[config.mk]
export PLATFORM = sky130hd
export DESIGN_NAME = semver_range_best_match_core
export DESIGN_NICKNAME = d
export VERILOG_FILES = /design/src/rtl/core/srbm_pkg.sv /design/src/rtl/core/srbm_parser.sv /design/src/rtl/core/srbm_matcher.sv /design/src/rtl/core/semver_range_best_match_core.sv
export SDC_FILE = /design/constraint.sdc
export NUM_CORES = 1
export LEC_CHECK = 0
export BUFFER_PORTS_ARGS = -buffer_cell sky130_fd_sc_hd__buf_2
export CAP_MARGIN = 20
export CORE_ASPECT_RATIO = 1.4
export CORE_MARGIN = 2
export CORE_UTILIZATION = 40
export DETAILED_ROUTE_END_ITERATION = 8
export PLACE_DENSITY = 0.68
export SYNTH_ARGS = -nofsm -noshare
export SYNTH_HDL_FRONTEND = slang
export SYNTH_SLANG_ARGS = --single-unit
[constraint.sdc]
create_clock -name clk_i -period 15.9 [get_ports clk_i]
set_input_delay 3.18 -clock clk_i [delete_from_list [all_inputs] [get_ports clk_i]]
set_output_delay 3.18 -clock clk_i [all_outputs]
set_load 0.05 [all_outputs]
[src/rtl/core/srbm_pkg.sv]
// Shared types and constants for the semantic-version range best-match core.
// No dependencies; imported by every module under rtl/core.
package srbm_pkg;

  localparam int unsigned FIELD_BITS_DEF = 16;
  localparam int unsigned MAX_TAGS_DEF   = 1024;

  // Range kinds as written to the range_kind register; other codes never match.
  typedef enum logic [2:0] {
    KIND_EXACT = 3'd0,
    KIND_ATLEAST = 3'd1,
    KIND_CARET = 3'd2,
    KIND_TILDE = 3'd3,
    KIND_NEVER = 3'd4
  } range_kind_e;

  // Register word indexes on the APB port.
  typedef enum logic [1:0] {
    REG_RANGE_KIND = 2'd0,
    REG_BASE_MAJOR = 2'd1,
    REG_BASE_MINOR = 2'd2,
    REG_BASE_PATCH = 2'd3
  } reg_idx_e;

  // Tag parser phase, one-hot.
  typedef enum logic [4:0] {
    PH_START  = 5'b00001,
    PH_GT     = 5'b00010,
    PH_SKIP   = 5'b00100,
    PH_FIRST  = 5'b01000,
    PH_DIGITS = 5'b10000
  } phase_e;

  // Control bits of one parser record handed to the matcher.
  typedef struct packed {
    logic tag_end;   // record closes a tag: a result is due
    logic list_clr;  // byte opened a new list: drop the best entry
    logic ver_ok;    // closed tag parsed as a version
  } tag_ctrl_t;

endpackage

[src/rtl/core/srbm_parser.sv]
// Byte-wise version tag parser with the tag counter and a registered record.
// Depends on srbm_pkg.
module srbm_parser import srbm_pkg::*; #(
  parameter int unsigned FIELD_BITS = FIELD_BITS_DEF,
  parameter int unsigned MAX_TAGS   = MAX_TAGS_DEF,
  localparam int unsigned TagW      = $clog2(MAX_TAGS),
  localparam int unsigned VerW      = 3 * FIELD_BITS
) (
  input  logic            clk_i,
  input  logic            rst_ni,
  input  logic            in_valid_i,
  output logic            in_ready_o,
  input  logic [7:0]      ch_i,
  input  logic            tag_end_i,
  input  logic            list_start_i,
  output logic            rec_valid_o,
  input  logic            rec_ready_i,
  output tag_ctrl_t       rec_ctrl_o,
  output logic [TagW-1:0] rec_number_o,
  output logic [VerW-1:0] rec_ver_o     // {major, minor, patch}
);

  localparam logic [7:0] ChCaret = 8'h5E;
  localparam logic [7:0] ChTilde = 8'h7E;
  localparam logic [7:0] ChGt    = 8'h3E;
  localparam logic [7:0] ChEq    = 8'h3D;
  localparam logic [7:0] ChLowV  = 8'h76;
  localparam logic [7:0] ChUpV   = 8'h56;
  localparam logic [7:0] ChSpace = 8'h20;
  localparam logic [7:0] ChDot   = 8'h2E;
  localparam logic [7:0] ChZero  = 8'h30;
  localparam logic [7:0] ChNine  = 8'h39;
  localparam logic [TagW-1:0] TagLast = TagW'(MAX_TAGS - 1);

  phase_e                     phase_q, phase_d, ph_w;
  logic [1:0]                 fsel_q, fsel_d, fsel_w;
  logic [FIELD_BITS-1:0]      acc_q, acc_d, acc_w;
  logic [2:0][FIELD_BITS-1:0] fld_q, fld_d, fld_w;
  logic                       stop_q, stop_d, stop_w;
  logic                       fail_q, fail_d, fail_w;
  logic [TagW-1:0]            cnt_q, cnt_d, cnt_w;

  logic                  take;
  logic                  is_digit, is_skip, fof, ok;
  logic [FIELD_BITS-1:0] dval;
  logic [FIELD_BITS+3:0] prod;
  logic [1:0]            fsel_inc;

  logic            rec_valid_q, rec_valid_d;
  tag_ctrl_t       rec_ctrl_q, rec_ctrl_d;
  logic [TagW-1:0] rec_number_q, rec_number_d;
  logic [VerW-1:0] rec_ver_q, rec_ver_d;

  assign in_ready_o = !rec_valid_q || rec_ready_i;
  assign take       = in_valid_i && in_ready_o;

  assign is_digit = (ch_i >= ChZero) && (ch_i <= ChNine);
  assign is_skip  = (ch_i == ChSpace) || (ch_i == ChLowV) || (ch_i == ChUpV);
  assign dval     = FIELD_BITS'(ch_i[3:0]);
  // acc * 10 + digit, one bit-growth check for saturation
  assign prod     = ({4'b0, acc_w} << 3) + ({4'b0, acc_w} << 1) + {4'b0, dval};
  assign fsel_inc = fsel_w + 2'd1;

  always_comb begin
    // list start opens a fresh parse and a fresh count
    if (list_start_i) begin
      ph_w   = PH_START;
      fsel_w = '0;
      acc_w  = '0;
      fld_w  = '0;
      stop_w = 1'b0;
      fail_w = 1'b0;
      cnt_w  = '0;
    end else begin
      ph_w   = phase_q;
      fsel_w = fsel_q;
      acc_w  = acc_q;
      fld_w  = fld_q;
      stop_w = stop_q;
      fail_w = fail_q;
      cnt_w  = cnt_q;
    end

    phase_d = ph_w;
    fsel_d  = fsel_w;
    acc_d   = acc_w;
    fld_d   = fld_w;
    stop_d  = stop_w;
    fail_d  = fail_w;
    fof     = 1'b0;

    if (!(stop_w || fail_w)) begin
      unique case (ph_w)
        PH_START: begin
          if ((ch_i == ChCaret) || (ch_i == ChTilde)) begin
            phase_d = PH_SKIP;
          end else if (ch_i == ChGt) begin
            phase_d = PH_GT;
          end else if (is_skip) begin
            phase_d = PH_SKIP;
          end else begin
            fof = 1'b1;
          end
        end
        PH_SKIP: begin
          if (!is_skip) fof = 1'b1;
        end
        PH_GT: begin
          if (ch_i == ChEq) phase_d = PH_SKIP;
          else fail_d = 1'b1;
        end
        PH_FIRST: begin
          fof = 1'b1;
        end
        PH_DIGITS: begin
          if (is_digit) begin
            acc_d = (prod[FIELD_BITS+3:FIELD_BITS] != 4'd0) ? '1 : prod[FIELD_BITS-1:0];
          end else begin
            if (fsel_w != 2'd3) fld_d[fsel_w] = acc_w;
            acc_d = '0;
            if (ch_i == ChDot) begin
              fsel_d = fsel_inc;
              if (fsel_inc == 2'd3) stop_d = 1'b1;
              else phase_d = PH_FIRST;
            end else begin
              stop_d = 1'b1;
            end
          end
        end
        default: phase_d = PH_START;
      endcase

      // first byte of a field
      if (fof) begin
        phase_d = PH_FIRST;
        if (is_digit) begin
          acc_d   = dval;
          phase_d = PH_DIGITS;
        end else if (fsel_w == 2'd0) begin
          fail_d = 1'b1;
        end else begin
          stop_d = 1'b1;
        end
      end
    end

    // close the tag on its last byte
    ok = !fail_d && (stop_d || (phase_d == PH_DIGITS) ||
                     ((phase_d == PH_FIRST) && (fsel_d != 2'd0)));
    rec_ver_d = '0;
    if (ok) begin
      rec_ver_d = {fld_d[0], fld_d[1], fld_d[2]};
      if (!stop_d && (phase_d == PH_DIGITS)) begin
        case (fsel_d)
          2'd0:    rec_ver_d[VerW-1 -: FIELD_BITS]            = acc_d;
          2'd1:    rec_ver_d[2*FIELD_BITS-1 -: FIELD_BITS]    = acc_d;
          2'd2:    rec_ver_d[FIELD_BITS-1:0]                  = acc_d;
          default: rec_ver_d = rec_ver_d;
        endcase
      end
    end
    rec_ctrl_d   = '{tag_end: tag_end_i, list_clr: list_start_i, ver_ok: ok};
    rec_number_d = cnt_w;

    cnt_d = cnt_w;
    if (tag_end_i) begin
      phase_d = PH_START;
      fsel_d  = '0;
      acc_d   = '0;
      fld_d   = '0;
      stop_d  = 1'b0;
      fail_d  = 1'b0;
      cnt_d   = (cnt_w == TagLast) ? '0 : cnt_w + TagW'(1);
    end
  end

  assign rec_valid_d = take ? 1'b1 : (rec_ready_i ? 1'b0 : rec_valid_q);

  always_ff @(posedge clk_i or negedge rst_ni) begin
    if (!rst_ni) begin
      phase_q     <= PH_START;
      fsel_q      <= '0;
      acc_q       <= '0;
      fld_q       <= '0;
      stop_q      <= 1'b0;
      fail_q      <= 1'b0;
      cnt_q       <= '0;
      rec_valid_q <= 1'b0;
    end else begin
      rec_valid_q <= rec_valid_d;
      if (take) begin
        phase_q <= phase_d;
        fsel_q  <= fsel_d;
        acc_q   <= acc_d;
        fld_q   <= fld_d;
        stop_q  <= stop_d;
        fail_q  <= fail_d;
        cnt_q   <= cnt_d;
      end
    end
  end

  always_ff @(posedge clk_i) begin
    if (take) begin
      rec_ctrl_q   <= rec_ctrl_d;
      rec_number_q <= rec_number_d;
      rec_ver_q    <= rec_ver_d;
    end
  end

  assign rec_valid_o  = rec_valid_q;
  assign rec_ctrl_o   = rec_ctrl_q;
  assign rec_number_o = rec_number_q;
  assign rec_ver_o    = rec_ver_q;

endmodule

[src/rtl/core/srbm_matcher.sv]
// Range test, best-tag tracking and the result register.
// Depends on srbm_pkg.
module srbm_matcher import srbm_pkg::*; #(
  parameter int unsigned FIELD_BITS = FIELD_BITS_DEF,
  parameter int unsigned MAX_TAGS   = MAX_TAGS_DEF,
  localparam int unsigned TagW      = $clog2(MAX_TAGS),
  localparam int unsigned VerW      = 3 * FIELD_BITS
) (
  input  logic            clk_i,
  input  logic            rst_ni,
  input  logic [2:0]      range_kind_i,
  input  logic [VerW-1:0] base_ver_i,    // {major, minor, patch}
  input  logic            rec_valid_i,
  output logic            rec_ready_o,
  input  tag_ctrl_t       rec_ctrl_i,
  input  logic [TagW-1:0] rec_number_i,
  input  logic [VerW-1:0] rec_ver_i,
  output logic            res_valid_o,
  input  logic            res_ready_i,
  output logic [TagW-1:0] tag_number_o,
  output logic            tag_valid_o,
  output logic [VerW-1:0] tag_ver_o,
  output logic            tag_matches_o,
  output logic            best_found_o,
  output logic [TagW-1:0] best_number_o,
  output logic [VerW-1:0] best_ver_o
);

  logic                  take;
  logic [FIELD_BITS-1:0] v_maj, v_min, v_pat, b_maj, b_min, b_pat;
  logic                  ge_base, in_range, match, upd;

  logic            best_valid_q, best_valid_w, best_valid_d;
  logic [TagW-1:0] best_pos_q, best_pos_w, best_pos_d;
  logic [VerW-1:0] best_ver_q, best_ver_w, best_ver_d;

  logic            res_valid_q, res_valid_d;
  logic [TagW-1:0] tag_number_q;
  logic            tag_valid_q, tag_matches_q, best_found_q;
  logic [VerW-1:0] tag_ver_q, best_ver_out_q;
  logic [TagW-1:0] best_number_q;

  // records that close no tag never wait on the result register
  assign rec_ready_o = !res_valid_q || res_ready_i || !rec_ctrl_i.tag_end;
  assign take        = rec_valid_i && rec_ready_o;

  assign {v_maj, v_min, v_pat} = rec_ver_i;
  assign {b_maj, b_min, b_pat} = base_ver_i;

  // {major, minor, patch} packed major-high compares in version order
  assign ge_base = (rec_ver_i >= base_ver_i);

  always_comb begin
    case (range_kind_i)
      KIND_EXACT:   in_range = (rec_ver_i == base_ver_i);
      KIND_ATLEAST: in_range = ge_base;
      KIND_CARET: begin
        // below the next major, else next minor, else next patch
        if (b_maj != '0)      in_range = ge_base && (v_maj <= b_maj);
        else if (b_min != '0) in_range = ge_base && (v_maj == '0) && (v_min <= b_min);
        else                  in_range = ge_base && (v_maj == '0) && (v_min == '0) &&
                                         (v_pat <= b_pat);
      end
      KIND_TILDE:   in_range = ge_base &&
                               ((v_maj < b_maj) || ((v_maj == b_maj) && (v_min <= b_min)));
      default:      in_range = 1'b0;
    endcase
  end

  always_comb begin
    best_valid_w = rec_ctrl_i.list_clr ? 1'b0 : best_valid_q;
    best_pos_w   = rec_ctrl_i.list_clr ? '0   : best_pos_q;
    best_ver_w   = rec_ctrl_i.list_clr ? '0   : best_ver_q;

    match = rec_ctrl_i.ver_ok && in_range;
    // strict greater keeps the first of equal versions
    upd   = rec_ctrl_i.tag_end && match && (!best_valid_w || (rec_ver_i > best_ver_w));

    best_valid_d = upd ? 1'b1         : best_valid_w;
    best_pos_d   = upd ? rec_number_i : best_pos_w;
    best_ver_d   = upd ? rec_ver_i    : best_ver_w;
  end

  assign res_valid_d = (res_valid_q && !res_ready_i) || (take && rec_ctrl_i.tag_end);

  always_ff @(posedge clk_i or negedge rst_ni) begin
    if (!rst_ni) begin
      best_valid_q <= 1'b0;
      best_pos_q   <= '0;
      best_ver_q   <= '0;
      res_valid_q  <= 1'b0;
    end else begin
      res_valid_q <= res_valid_d;
      if (take) begin
        best_valid_q <= best_valid_d;
        best_pos_q   <= best_pos_d;
        best_ver_q   <= best_ver_d;
      end
    end
  end

  always_ff @(posedge clk_i) begin
    if (take && rec_ctrl_i.tag_end) begin
      tag_number_q   <= rec_number_i;
      tag_valid_q    <= rec_ctrl_i.ver_ok;
      tag_ver_q      <= rec_ver_i;
      tag_matches_q  <= match;
      best_found_q   <= best_valid_d;
      best_number_q  <= best_pos_d;
      best_ver_out_q <= best_ver_d;
    end
  end

  assign res_valid_o   = res_valid_q;
  assign tag_number_o  = tag_number_q;
  assign tag_valid_o   = tag_valid_q;
  assign tag_ver_o     = tag_ver_q;
  assign tag_matches_o = tag_matches_q;
  assign best_found_o  = best_found_q;
  assign best_number_o = best_number_q;
  assign best_ver_o    = best_ver_out_q;

endmodule

[src/rtl/core/semver_range_best_match_core.sv]
// Top level of the semantic-version range best-match core: APB registers,
// input stage, parser and matcher. Depends on srbm_pkg, srbm_parser, srbm_matcher.
//
// Version tags stream in one byte per item on the slave stream, tlast on the
// last byte of a tag and tuser on the first byte of a new list. Each tag may
// carry one leading "^", "~" or ">=", then spaces or v/V, then up to three
// dot-separated decimal fields (missing minor/patch read as zero, each
// field saturates at all ones). At the end of every tag one result item
// comes out: the tag's position, whether it parsed, its fields, whether it
// falls in the programmed range, and the first-seen highest matching tag of
// the list so far. Throughput is one byte per clock sustained while the
// result side is ready. The last byte of a tag passes through the input
// register, then the parser record register, and m_axis_tvalid rises when
// it loads the result register. The rate is set by the parser state
// register, which takes one byte per cycle through a single multiply-by-ten
// accumulate. While a result waits, bytes keep flowing until the next tag's
// last byte reaches the matcher; that byte then holds in the parser record,
// one more byte is taken into the input register, and the input stalls
// until the result leaves. Program range_kind and the base version over APB
// while the stream is idle; range_kind resets to "never".
module semver_range_best_match_core import srbm_pkg::*; #(
  parameter int unsigned FIELD_BITS = FIELD_BITS_DEF,
  parameter int unsigned MAX_TAGS   = MAX_TAGS_DEF,
  localparam int unsigned TagW      = $clog2(MAX_TAGS),
  localparam int unsigned VerW      = 3 * FIELD_BITS,
  localparam int unsigned OutRaw    = 2 * TagW + 2 * VerW + 3,
  localparam int unsigned OutW      = ((OutRaw + 7) / 8) * 8
) (
  input  logic            clk_i,
  input  logic            rst_ni,
  // APB register port
  input  logic            psel,
  input  logic            penable,
  input  logic            pwrite,
  input  logic [3:0]      paddr,
  input  logic [31:0]     pwdata,
  output logic [31:0]     prdata,
  output logic            pready,
  // tag bytes in
  input  logic            s_axis_tvalid,
  output logic            s_axis_tready,
  input  logic [7:0]      s_axis_tdata,   // [7:0] ch
  input  logic            s_axis_tlast,   // tag_end
  input  logic            s_axis_tuser,   // list_start
  // results out
  output logic            m_axis_tvalid,
  input  logic            m_axis_tready,
  output logic [OutW-1:0] m_axis_tdata    // low to high: tag_number, tag_valid,
                                          // tag_major, tag_minor, tag_patch,
                                          // tag_matches, best_found, best_number,
                                          // best_major, best_minor, best_patch, zero pad
);

  // ---------------- configuration registers ----------------
  logic [2:0]            range_kind_q;
  logic [FIELD_BITS-1:0] base_major_q, base_minor_q, base_patch_q;
  logic                  cfg_wr;
  reg_idx_e              cfg_idx;

  assign pready  = 1'b1;
  assign cfg_wr  = psel && penable && pwrite && pready;
  assign cfg_idx = reg_idx_e'(paddr[3:2]);

  always_ff @(posedge clk_i or negedge rst_ni) begin
    if (!rst_ni) begin
      range_kind_q <= KIND_NEVER;
      base_major_q <= '0;
      base_minor_q <= '0;
      base_patch_q <= '0;
    end else if (cfg_wr) begin
      unique case (cfg_idx)
        REG_RANGE_KIND: range_kind_q <= pwdata[2:0];
        REG_BASE_MAJOR: base_major_q <= pwdata[FIELD_BITS-1:0];
        REG_BASE_MINOR: base_minor_q <= pwdata[FIELD_BITS-1:0];
        REG_BASE_PATCH: base_patch_q <= pwdata[FIELD_BITS-1:0];
        default: ;
      endcase
    end
  end

  always_comb begin
    unique case (cfg_idx)
      REG_RANGE_KIND: prdata = 32'(range_kind_q);
      REG_BASE_MAJOR: prdata = 32'(base_major_q);
      REG_BASE_MINOR: prdata = 32'(base_minor_q);
      REG_BASE_PATCH: prdata = 32'(base_patch_q);
      default:        prdata = '0;
    endcase
  end

  // ---------------- input register ----------------
  logic       in_valid_q, in_valid_d;
  logic [7:0] in_ch_q;
  logic       in_end_q, in_start_q;
  logic       par_ready, in_take;

  assign s_axis_tready = !in_valid_q || par_ready;
  assign in_take       = s_axis_tvalid && s_axis_tready;
  assign in_valid_d    = in_take ? 1'b1 : (par_ready ? 1'b0 : in_valid_q);

  always_ff @(posedge clk_i or negedge rst_ni) begin
    if (!rst_ni) in_valid_q <= 1'b0;
    else         in_valid_q <= in_valid_d;
  end

  always_ff @(posedge clk_i) begin
    if (in_take) begin
      in_ch_q    <= s_axis_tdata;
      in_end_q   <= s_axis_tlast;
      in_start_q <= s_axis_tuser;
    end
  end

  // ---------------- parser ----------------
  logic            rec_valid, rec_ready;
  tag_ctrl_t       rec_ctrl;
  logic [TagW-1:0] rec_number;
  logic [VerW-1:0] rec_ver;

  srbm_parser #(
    .FIELD_BITS(FIELD_BITS),
    .MAX_TAGS  (MAX_TAGS)
  ) u_parser (
    .clk_i       (clk_i),
    .rst_ni      (rst_ni),
    .in_valid_i  (in_valid_q),
    .in_ready_o  (par_ready),
    .ch_i        (in_ch_q),
    .tag_end_i   (in_end_q),
    .list_start_i(in_start_q),
    .rec_valid_o (rec_valid),
    .rec_ready_i (rec_ready),
    .rec_ctrl_o  (rec_ctrl),
    .rec_number_o(rec_number),
    .rec_ver_o   (rec_ver)
  );

  // ---------------- matcher and result register ----------------
  logic [TagW-1:0] tag_number, best_number;
  logic            tag_valid, tag_matches, best_found;
  logic [VerW-1:0] tag_ver, best_ver;

  srbm_matcher #(
    .FIELD_BITS(FIELD_BITS),
    .MAX_TAGS  (MAX_TAGS)
  ) u_matcher (
    .clk_i        (clk_i),
    .rst_ni       (rst_ni),
    .range_kind_i (range_kind_q),
    .base_ver_i   ({base_major_q, base_minor_q, base_patch_q}),
    .rec_valid_i  (rec_valid),
    .rec_ready_o  (rec_ready),
    .rec_ctrl_i   (rec_ctrl),
    .rec_number_i (rec_number),
    .rec_ver_i    (rec_ver),
    .res_valid_o  (m_axis_tvalid),
    .res_ready_i  (m_axis_tready),
    .tag_number_o (tag_number),
    .tag_valid_o  (tag_valid),
    .tag_ver_o    (tag_ver),
    .tag_matches_o(tag_matches),
    .best_found_o (best_found),
    .best_number_o(best_number),
    .best_ver_o   (best_ver)
  );

  // versions travel {major, minor, patch}; tdata wants major lowest
  logic [FIELD_BITS-1:0] t_maj, t_min, t_pat, b_maj, b_min, b_pat;
  logic [OutRaw-1:0]     out_raw;

  assign {t_maj, t_min, t_pat} = tag_ver;
  assign {b_maj, b_min, b_pat} = best_ver;
  assign out_raw = {b_pat, b_min, b_maj, best_number, best_found, tag_matches,
                    t_pat, t_min, t_maj, tag_valid, tag_number};
  assign m_axis_tdata = OutW'(out_raw);

endmodule
After elaboration in Yosys (flattened, before gate mapping) --
Cells that the tools add are included.
Storage, ports and cells: bits in registers 386, input port bits 53, output and inout bits 155
Cells by class: add/sub/neg operators 4, $lt $le $gt $ge 10, equal/unequal tests 28, mux-type cells 80, reduce and logical (&&, ||, !) cells 60
Operators with widths (count):
- 48-bit two-way mux | 9
- 16-bit two-way mux | 12
- 32-bit one-hot mux with 4 select lines | 1
- 5-bit two-way mux | 12
- 10-bit two-way mux | 5
- 48-bit bitwise mux | 1
- 48-bit equality test | 1
- 48-bit greater-or-equal comparator | 1
- 48-bit > comparator | 1
- 16-bit less-or-equal comparator | 3
- 16-bit demux with 2-bit select | 1
- 8-bit by 6-bit equality test with 1-bit output, second input constant | 4
- 8-bit by 7-bit equality test with 1-bit output, second input constant | 4
- 16-bit logical NOT | 2
- 16-bit nonzero test | 2
- 1-bit two-way mux | 30
- 1-bit logical AND | 22
- 19-bit by 17-bit adder with 20-bit output | 1
- 20-bit by 4-bit adder with 20-bit output | 1
- 5-bit one-hot mux with 4 select lines | 1
- 16-bit equality test | 1
- 16-bit less-than comparator | 1
- 1-bit logical OR | 13
- 2-bit two-way mux | 6
- 26 further kinds | 47

Logic depth before layout (Yosys ltp) --
Gate-level depths: netlist of run 1.
word-level depth 14, depth in mapped cells 17

By module --
A second synthesis of run 1 with hierarchy kept.
Second synthesis, totals: cell total of the unflattened synthesis 1928, area total of the unflattened synthesis 21448.1 um^2
Modules (own cells, without submodules):
- srbm_matcher | times used 1, cells each 851, area an instance 9840.7 um^2, seq. area each 5074.9 um^2
- srbm_parser | times used 1, cells each 894, area an instance 8738.4 um^2, seq. area each 3935.0 um^2
- semver_range_best_match_core | times used 1, cells each 183, area an instance 2869.0 um^2, seq. area each 1602.8 um^2

Worst setup path after synthesis of run 1 --
No wires, ideal clock.
path kind input to register, from input m_axis_tready, to register u_matcher.best_ver_q[19], library setup time 120 ps, data arrival time 9716 ps, slack 6064 ps, cell stages on the path 7, buffers on the path 2, path through nor2b_1 > nor2_1 > nor4bb_1 > nand2_1 > clkbuf_1 > clkbuf_1 > a31o_2
On the way: cells in the longest elaborated chain, start to end 3
RTL lines:
- start: declaration | RTL line semver_range_best_match_core.sv:47 | input logic m_axis_tready,
- 1-bit logical OR (2 in a row) | RTL line srbm_matcher.sv:44 | assign rec_ready_o = !res_valid_q || res_ready_i || !rec_ctrl_i.tag_end;
- 1-bit logical AND | RTL line srbm_matcher.sv:45 | assign take = rec_valid_i && rec_ready_o;
- end signal: assignment | RTL line srbm_matcher.sv:97 | best_ver_q <= best_ver_d;
- end: declaration | RTL line srbm_matcher.sv:35 | logic [VerW-1:0] best_ver_q, best_ver_w, best_ver_d;
No other way between the ends. A chain may end at the register's enable or synchronous reset.

Worst setup path in the final report of run 1 --
from input paddr[2], to output prdata[9]
On the way: cells in the longest elaborated chain, start to end 2
RTL lines:
- start: declaration | RTL line semver_range_best_match_core.sv:35 | input logic [3:0] paddr,
- 2-bit equality test (tied with other cells) | RTL line semver_range_best_match_core.sv:82 | unique case (cfg_idx)
- 32-bit one-hot mux with 4 select lines (*) | RTL line semver_range_best_match_core.sv:82
- end: declaration | RTL line semver_range_best_match_core.sv:37 | output logic [31:0] prdata,
Every way passes the cells marked *; elsewhere a longest branch is shown, timed or not. The select of a mux whose other input is x is not followed.

==> impl_metrics.yaml, run 1 <==
placed_design:
  gp_congestion: 0.909
  dpl.hpwl_mm: 42.5
  port_buffers: 171
power:
  share_seq_of_total_power_pct: 45.4
  p_int_uw: 1850
  power_switching_uw: 767
  power.leakage_uw: 0.0102
  power.switching_fraction_pct: 29.3
  p_per_area_nw_per_um2: 109
  combPwrFrac_pct: 15.8
  design_power_total_uw: 2610
  ir_drop_mv: 0.0653
  clock_power_share_pct: 38.8
setup_path:
  cpLargestDelayFamily: "simple AND/OR/NAND/NOR gates"
  maximum_single_stage_delay_on_the_critical_path_ns: 0.82
  worstSetupStartpointType: "input port"
  critPathBufInv: 2
  worst_path_max_delay_cell: "nor2b_1"
  timing_worst_setup_path_type: "input port to output pin"
  critical_path.most_common_cell: "buf_2"
  worst-endpoint-required_ns: 12.72
  endpoint_kind: "output pin"
  crit_chain: "buf_2, nor2b_1, a22o_1, buf_2"
  worstPathArrival_ns: 5.00
  maximum_net_fanout_on_the_critical_path: 34
die:
  placementRows: 99
  die_area_um2: 54700
  die-height_um: 276
  die_w_um: 198
  start_util_pct: 40.5
  placeableCoreArea_um2: 52100
  io_pins: 208
synthesis:
  ys_seq_area_share_pct: 50.2
  synth.cell_area_um2: 21100
  post_synth_inst_count: 1977
  number_of_distinct_standard_cells_referenced_by_the_synthesized_netlist: 89
  synth-main-ff-cell: "dfrtp_1"
  netlist.area_leader.share_pct: 27.0
  synth-warning-count: 0
  synthesis.area_per_instance_um2: 10.7
  synth-edff-count: 190
  yosys_register_bits: 386
  synth.cells.most_frequent: "dfrtp_1 (194), edfxtp_1 (190), nand2_1 (189)"
  synth.largest_area_cell: "edfxtp_1"
  top_count_cell_post_synth: "dfrtp_1"
  post_synth_main_area_contributors: "edfxtp_1 (27%), dfrtp_1 (23%), ha_1 (7.9%), o21ai_0 (3.5%), nand2_1 (3.4%)"
  async_flop_share_pct: 50.8
final_layout:
  nNetsFinal: 2287
  drive_gt1_share_pct: 18.0
  syn2layout_area_growth_pct: 13.6
  n_antenna_cell: 0
route:
  routed_wire_length_per_instance_um: 21.1
  detail_route.first_pass.iterations: 5
  detail_route.iter0.violations: 1201
  ant_nets: 0
  wl_mm: 59.9
  post-route-drc-count: 0
  detail_route.vias_per_cell: 5.78
  detailroute.via_count: 16400
flow_run:
  drv.max_cap_violation_count: 0
grt:
  grt_start_max_net_pins: 83
  global_route.usage.total_pct: 21.7
  grt_remaining_overflow: 0
  antenna_found_initial: 0
  wire_length_of_the_first_global_routing_pass_mm: 93.0
  grt_pass1_vias: 16200
outcome:
  result_of_the_run: "finished clean"
clock_network:
  cts.repair.resized: 0
  cts.repair_timing.setup_buffer_count: 0
  cts.path.max_buffers: 3
  clkLatencyLatePin_ns: 0.56
  tritoncts: "yes"
  cts_root_buf: "clkbuf_16"
  numClockSinks: 386
  post_cts_hold_buffer_count: 0
  clk_pin_slew_ns: 0.06
  cts-buffers-inserted: 40
  h_tree_levels: 2
timing:
  fmax_ghz: 0.122
  timing.clock.skew_ns: 0.0278
  tns_ns: 0
  final-hold-violation-count: 0
  min_period_over_period_pct: 51.5
  timing.final.setup_violations: 0
  pin_slew_with_the_least_headroom_to_its_limit_ns: 1.10
  slew_viol_final: 0
  rsz_0062_raised_after_global_routing: "false"
  slew-limit-headroom_pct: 26.7
  timing.final.crit_period_ns: 8.18
worst_hold_path:
  hp-class: "register to register"
## per-stage QoR
| step | area, um^2 | setup WS [ns] | utilization (%) | std cells | hold WS, ns |
|---|---|---|---|---|---|
| CTS | 24000 | 7.73 | 46.1 | 2837 | 0.459 |
| global placement | 22600 | 7.82 | 43.4 | 2763 | 0.454 |
| detailed placement | 22600 | 7.73 | 43.4 | 2763 | 0.458 |
| finish | 24000 | 7.72 | 46.1 | 2837 | 0.462 |
| global route | 24000 | 7.60 | 46.1 | 2837 | 0.492 |
| floorplan | 21200 | 6.06 | - | 1993 | 0.435 |
## sequential cells by signal (all words and copies together), names as in the netlist, 2 cells and up
signal                   count
u_parser.fld_q              48
u_matcher.best_pos_q        10
u_matcher.best_ver_q        48
u_parser.fsel_q              2
base_minor_q                16
u_parser.rec_ver_o          48
u_parser.rec_number_o       10
u_matcher.best_number_o     10
in_ch_q                      8
range_kind_q                 3
u_matcher.best_ver_o        48
u_parser.cnt_q              10
base_patch_q                16
u_matcher.tag_ver_o         48
base_major_q                16
u_parser.rec_ctrl_o          3
u_parser.acc_q              16
u_matcher.tag_number_o      10
u_parser.phase_q             5
## metal layers
layer,part of all wire [%],global-route usage (%)
met4,5.8,12.1
met5,0,0
met1,39,26.0
met2,50,37.4
met3,5.2,2.87
## worst reg2reg max path: stages, from the launching register on
cell and delay [ns]:
edfxtp_1 0.36, buf_4 0.22, buf_4 0.29, nor2b_1 0.63, ha_1 0.35, ha_1 0.36, a21o_1 0.19, a31oi_1 0.26
and4_1 0.30, o21ai_0 0.14, and4b_1 0.22, nor4_1 0.26, buf_4 0.26, a21oi_1 0.20, a221oi_1 0.89, a211oi_1 0.19
## final cells by class
type	count	area [um^2]
Inverter	113	424
Timing Repair Buffer	198	1070
Multi-Input combinational cell	1359	9620
Tap cell	707	885
Clock inverter	20	315
Fill cell	4801	28100
Clock buffer	54	1090
Sequential cell	386	10600
## cells by family after synthesis
group	count (synthesis)	synth area share, %
xor gates and xnor gates	14	0.580
AOI/OAI and AO/OA	526	17.0
buffers and inverters	248	4.84
adders and majority gates	136	8.12
DFF	386	50.2
and+or+nand+nor	573	14.5
muxes	92	4.72
other	2	0.0355
## cells in the final DEF (no fill, tap or decap), drive strengths merged, types with 58 or more instances in the layout
cell | netlist | routed
a31o | 59 | 59
buf | 30 | 197
nand2b | 61 | 61
inv | 113 | 118
nand2 | 189 | 189
edfxtp | 190 | 190
ha | 134 | 134
nor2b | 69 | 69
a21oi | 70 | 70
dfrtp | 194 | 194
and3 | 67 | 67
mux2i | 58 | 58
o21ai | 151 | 151
## final timing paths
| path | cells after the start | slack, ns | from | end |
|---|---|---|---|---|
| max reg2reg | 15 | 10.46 | in_start_q | u_parser.rec_ver_o[21] |
| min in group asynchronous | 1 | 2.62 | rst_ni | u_parser.acc_q[12] |
| max | 4 | 7.72 | paddr[2] | prdata[9] |
| min | 0 | 0.46 | u_parser.rec_number_o[7] | u_matcher.tag_number_o[7] |
| min reg2reg | 0 | 0.46 | u_parser.rec_number_o[7] | u_matcher.tag_number_o[7] |
| max in group asynchronous | 2 | 11.91 | rst_ni | u_parser.cnt_q[1] |
## power by group through the flow
stage,clock [uW],combinational (uW),sequential [uW]
finish,1010,412,1190
global route,1070,450,1190
CTS,1030,412,1190
detailed placement,0,410,1210
global placement,0,395,1200
floorplan,0,248,1230
Power figures use the tool's default switching activity.
==> run 2, diff against run 1 <==
Settings changed: PLACE_DENSITY 0.68 to 0.7.
Clock period 15.9 ns to 7.4 ns, I/O delays scaled along.
==> impl_metrics.yaml, run 2 (synthesis gave the netlist of run 1 again) <==
timing:
  min_period_over_period_pct: 75.4
  timing.final.setup_violations: 0
  fmax_ghz: 0.179
  final-hold-violation-count: 0
  pin_slew_with_the_least_headroom_to_its_limit_ns: 1.12
  timing.clock.skew_ns: 0.0218
  timing.final.crit_period_ns: 5.58
  slew_viol_final: 0
  slew-limit-headroom_pct: 25.2
  rsz_0062_raised_after_global_routing: "false"
  tns_ns: 0
  fin_worst_hold_slack_ns: 0.472
final_layout:
  drive_gt1_share_pct: 18.0
  layout.core_utilization_pct: 45.9
  final_cell_mix: "dfrtp_1 (194), edfxtp_1 (190), nand2_1 (186), buf_2 (170), o21ai_0 (147)"
  syn2layout_area_growth_pct: 13.2
  n_antenna_cell: 0
  nNetsFinal: 2286
  number_of_filler_instances_in_the_final_layout: 4730
  register_area_um2: 10600
  leading_cell_type_in_the_layout_fill_and_taps_excluded: "dfrtp_1"
  area_used_by_multi_input_combinational_logic_um2: 9630
die:
  start_util_pct: 40.5
  die_w_um: 198
  placeableCoreArea_um2: 52100
  die-height_um: 276
  die_area_um2: 54700
  placementRows: 99
  io_pins: 208
grt:
  wire_length_of_the_first_global_routing_pass_mm: 93.8
  global_route.usage.total_pct: 21.7
  antenna_found_initial: 0
  grt_pass1_vias: 16600
  grt_remaining_overflow: 0
  grt_start_max_net_pins: 83
route:
  detail_route.iter0.violations: 1333
  top_layer_used: "met4"
  routed_length_on_met2_mm: 30.0
  detail_route.first_pass.iterations: 6
  post-route-drc-count: 0
  detail_route.vias_per_cell: 5.81
  routed_wire_length_per_instance_um: 21.2
  wl_mm: 60.0
  detailroute.via_count: 16500
  ant_nets: 0
  drt-met1-wl_mm: 23.0
  met3_length_mm: 3.32
setup_path:
  maximum_net_fanout_on_the_critical_path: 34
  worst_path_max_delay_cell: "a221oi_1"
  worstPathArrival_ns: 5.82
  worst-endpoint-required_ns: 7.64
  crit-reg2reg-launch: "in_start_q"
  maximum_single_stage_delay_on_the_critical_path_ns: 0.92
  endpoint_kind: "register"
  worstSetupStartpointType: "register"
  cpLargestDelayFamily: "compound AO/OA/AOI/OAI gates"
  startpoint: "in_start_q"
  timing_worst_setup_path_type: "register to register"
  critPathBufInv: 2
  crit_chain: "buf_4, nor2b_1, ha_1, ha_1, a21o_1, a221o_1, o211ai_1, a31oi_1, nor4_1, buf_4, a21oi_1, a221oi_1, a211oi_1"
placed_design:
  port_buffers: 171
  dpl.hpwl_mm: 42.9
  gp_congestion: 0.913
clock_network:
  h_tree_levels: 2
  clk_pin_slew_ns: 0.06
  cts.repair_timing.setup_buffer_count: 0
  cts.path.max_buffers: 3
  cts-buffers-inserted: 40
  clkLatencyLatePin_ns: 0.54
  cts.repair.resized: 0
  numClockSinks: 386
  cts_root_buf: "clkbuf_16"
  tritoncts: "yes"
  post_cts_hold_buffer_count: 0
flow_run:
  drv.max_cap_violation_count: 0
outcome:
  result_of_the_run: "finished clean"
power:
  p_per_area_nw_per_um2: 229
  design_power_total_uw: 5490
  power.leakage_uw: 0.0102
  ir_drop_mv: 0.148
worst_hold_path:
  hold_path_startpoint: "u_parser.cnt_q[9]"
  hp-class: "register to register"
-- run 2: cell types whose count changed in the layout (fill, tap and decap cells not counted), moves of 2 or more --
cell / previous run / this run
bufinv_16: 7 / 4
clkbuf_16: 40 / 42
clkbuf_8: 5 / 3
clkinv_2: 4 / 6
nor3_1: 19 / 17
nor3_2: 1 / 3
-- run 2: worst min-delay path, stage by stage (launching register included) --
cell and delay, ns:
dfrtp_1 0.33, nand2_1 0.04, o21ai_0 0.06
-- run 2: path summary, 6_finish.rpt --
kind                                             to  slack, ns  depth (start not counted)
setup / recovery             u_parser.rec_ver_o[38]       1.82                         13
hold / removal                    u_parser.cnt_q[9]       0.47                          2
setup reg to reg             u_parser.rec_ver_o[38]       1.82                         13
hold reg to reg                   u_parser.cnt_q[9]       0.47                          2
max in group asynchronous  u_matcher.best_ver_q[43]       5.07                          2
min in group asynchronous  u_matcher.best_ver_q[27]       0.95                          1
-- run 2: per-stage QoR --
stage | instances | worst slack [ns] | instance area [um^2]
after floorplan | 1993 | 1.32 | 21200
after global placement | 2762 | 2.05 | 22600
after global routing | 2835 | 1.63 | 23900
final | 2835 | 1.82 | 23900
after detailed placement | 2762 | 1.94 | 22600
after CTS | 2835 | 1.94 | 23900
-- run 2: cell type report --
cell class                      instances  area share, %
Clock buffer                           55           4.68
Clock inverter                         18          0.883
Inverter                              113           1.77
Multi-Input combinational cell       1359           40.2
Sequential cell                       386           44.3
Tap cell                              707           3.69
Timing Repair Buffer                  197           4.43
-- run 2: power by group --
part | internal [uW] | switching (uW)
clock | 1210 | 853
sequential | 2410 | 141
combinational | 260 | 621
-- run 2: metal layers --
| metal | up-vias | GRT usage (%) |
|---|---|---|
| li1 | 7513 | - |
| met1 | 8085 | 26.0 |
| met2 | 695 | 37.6 |
| met3 | 181 | 2.60 |
| met4 | 0 | 12.3 |
| met5 | - | 0 |
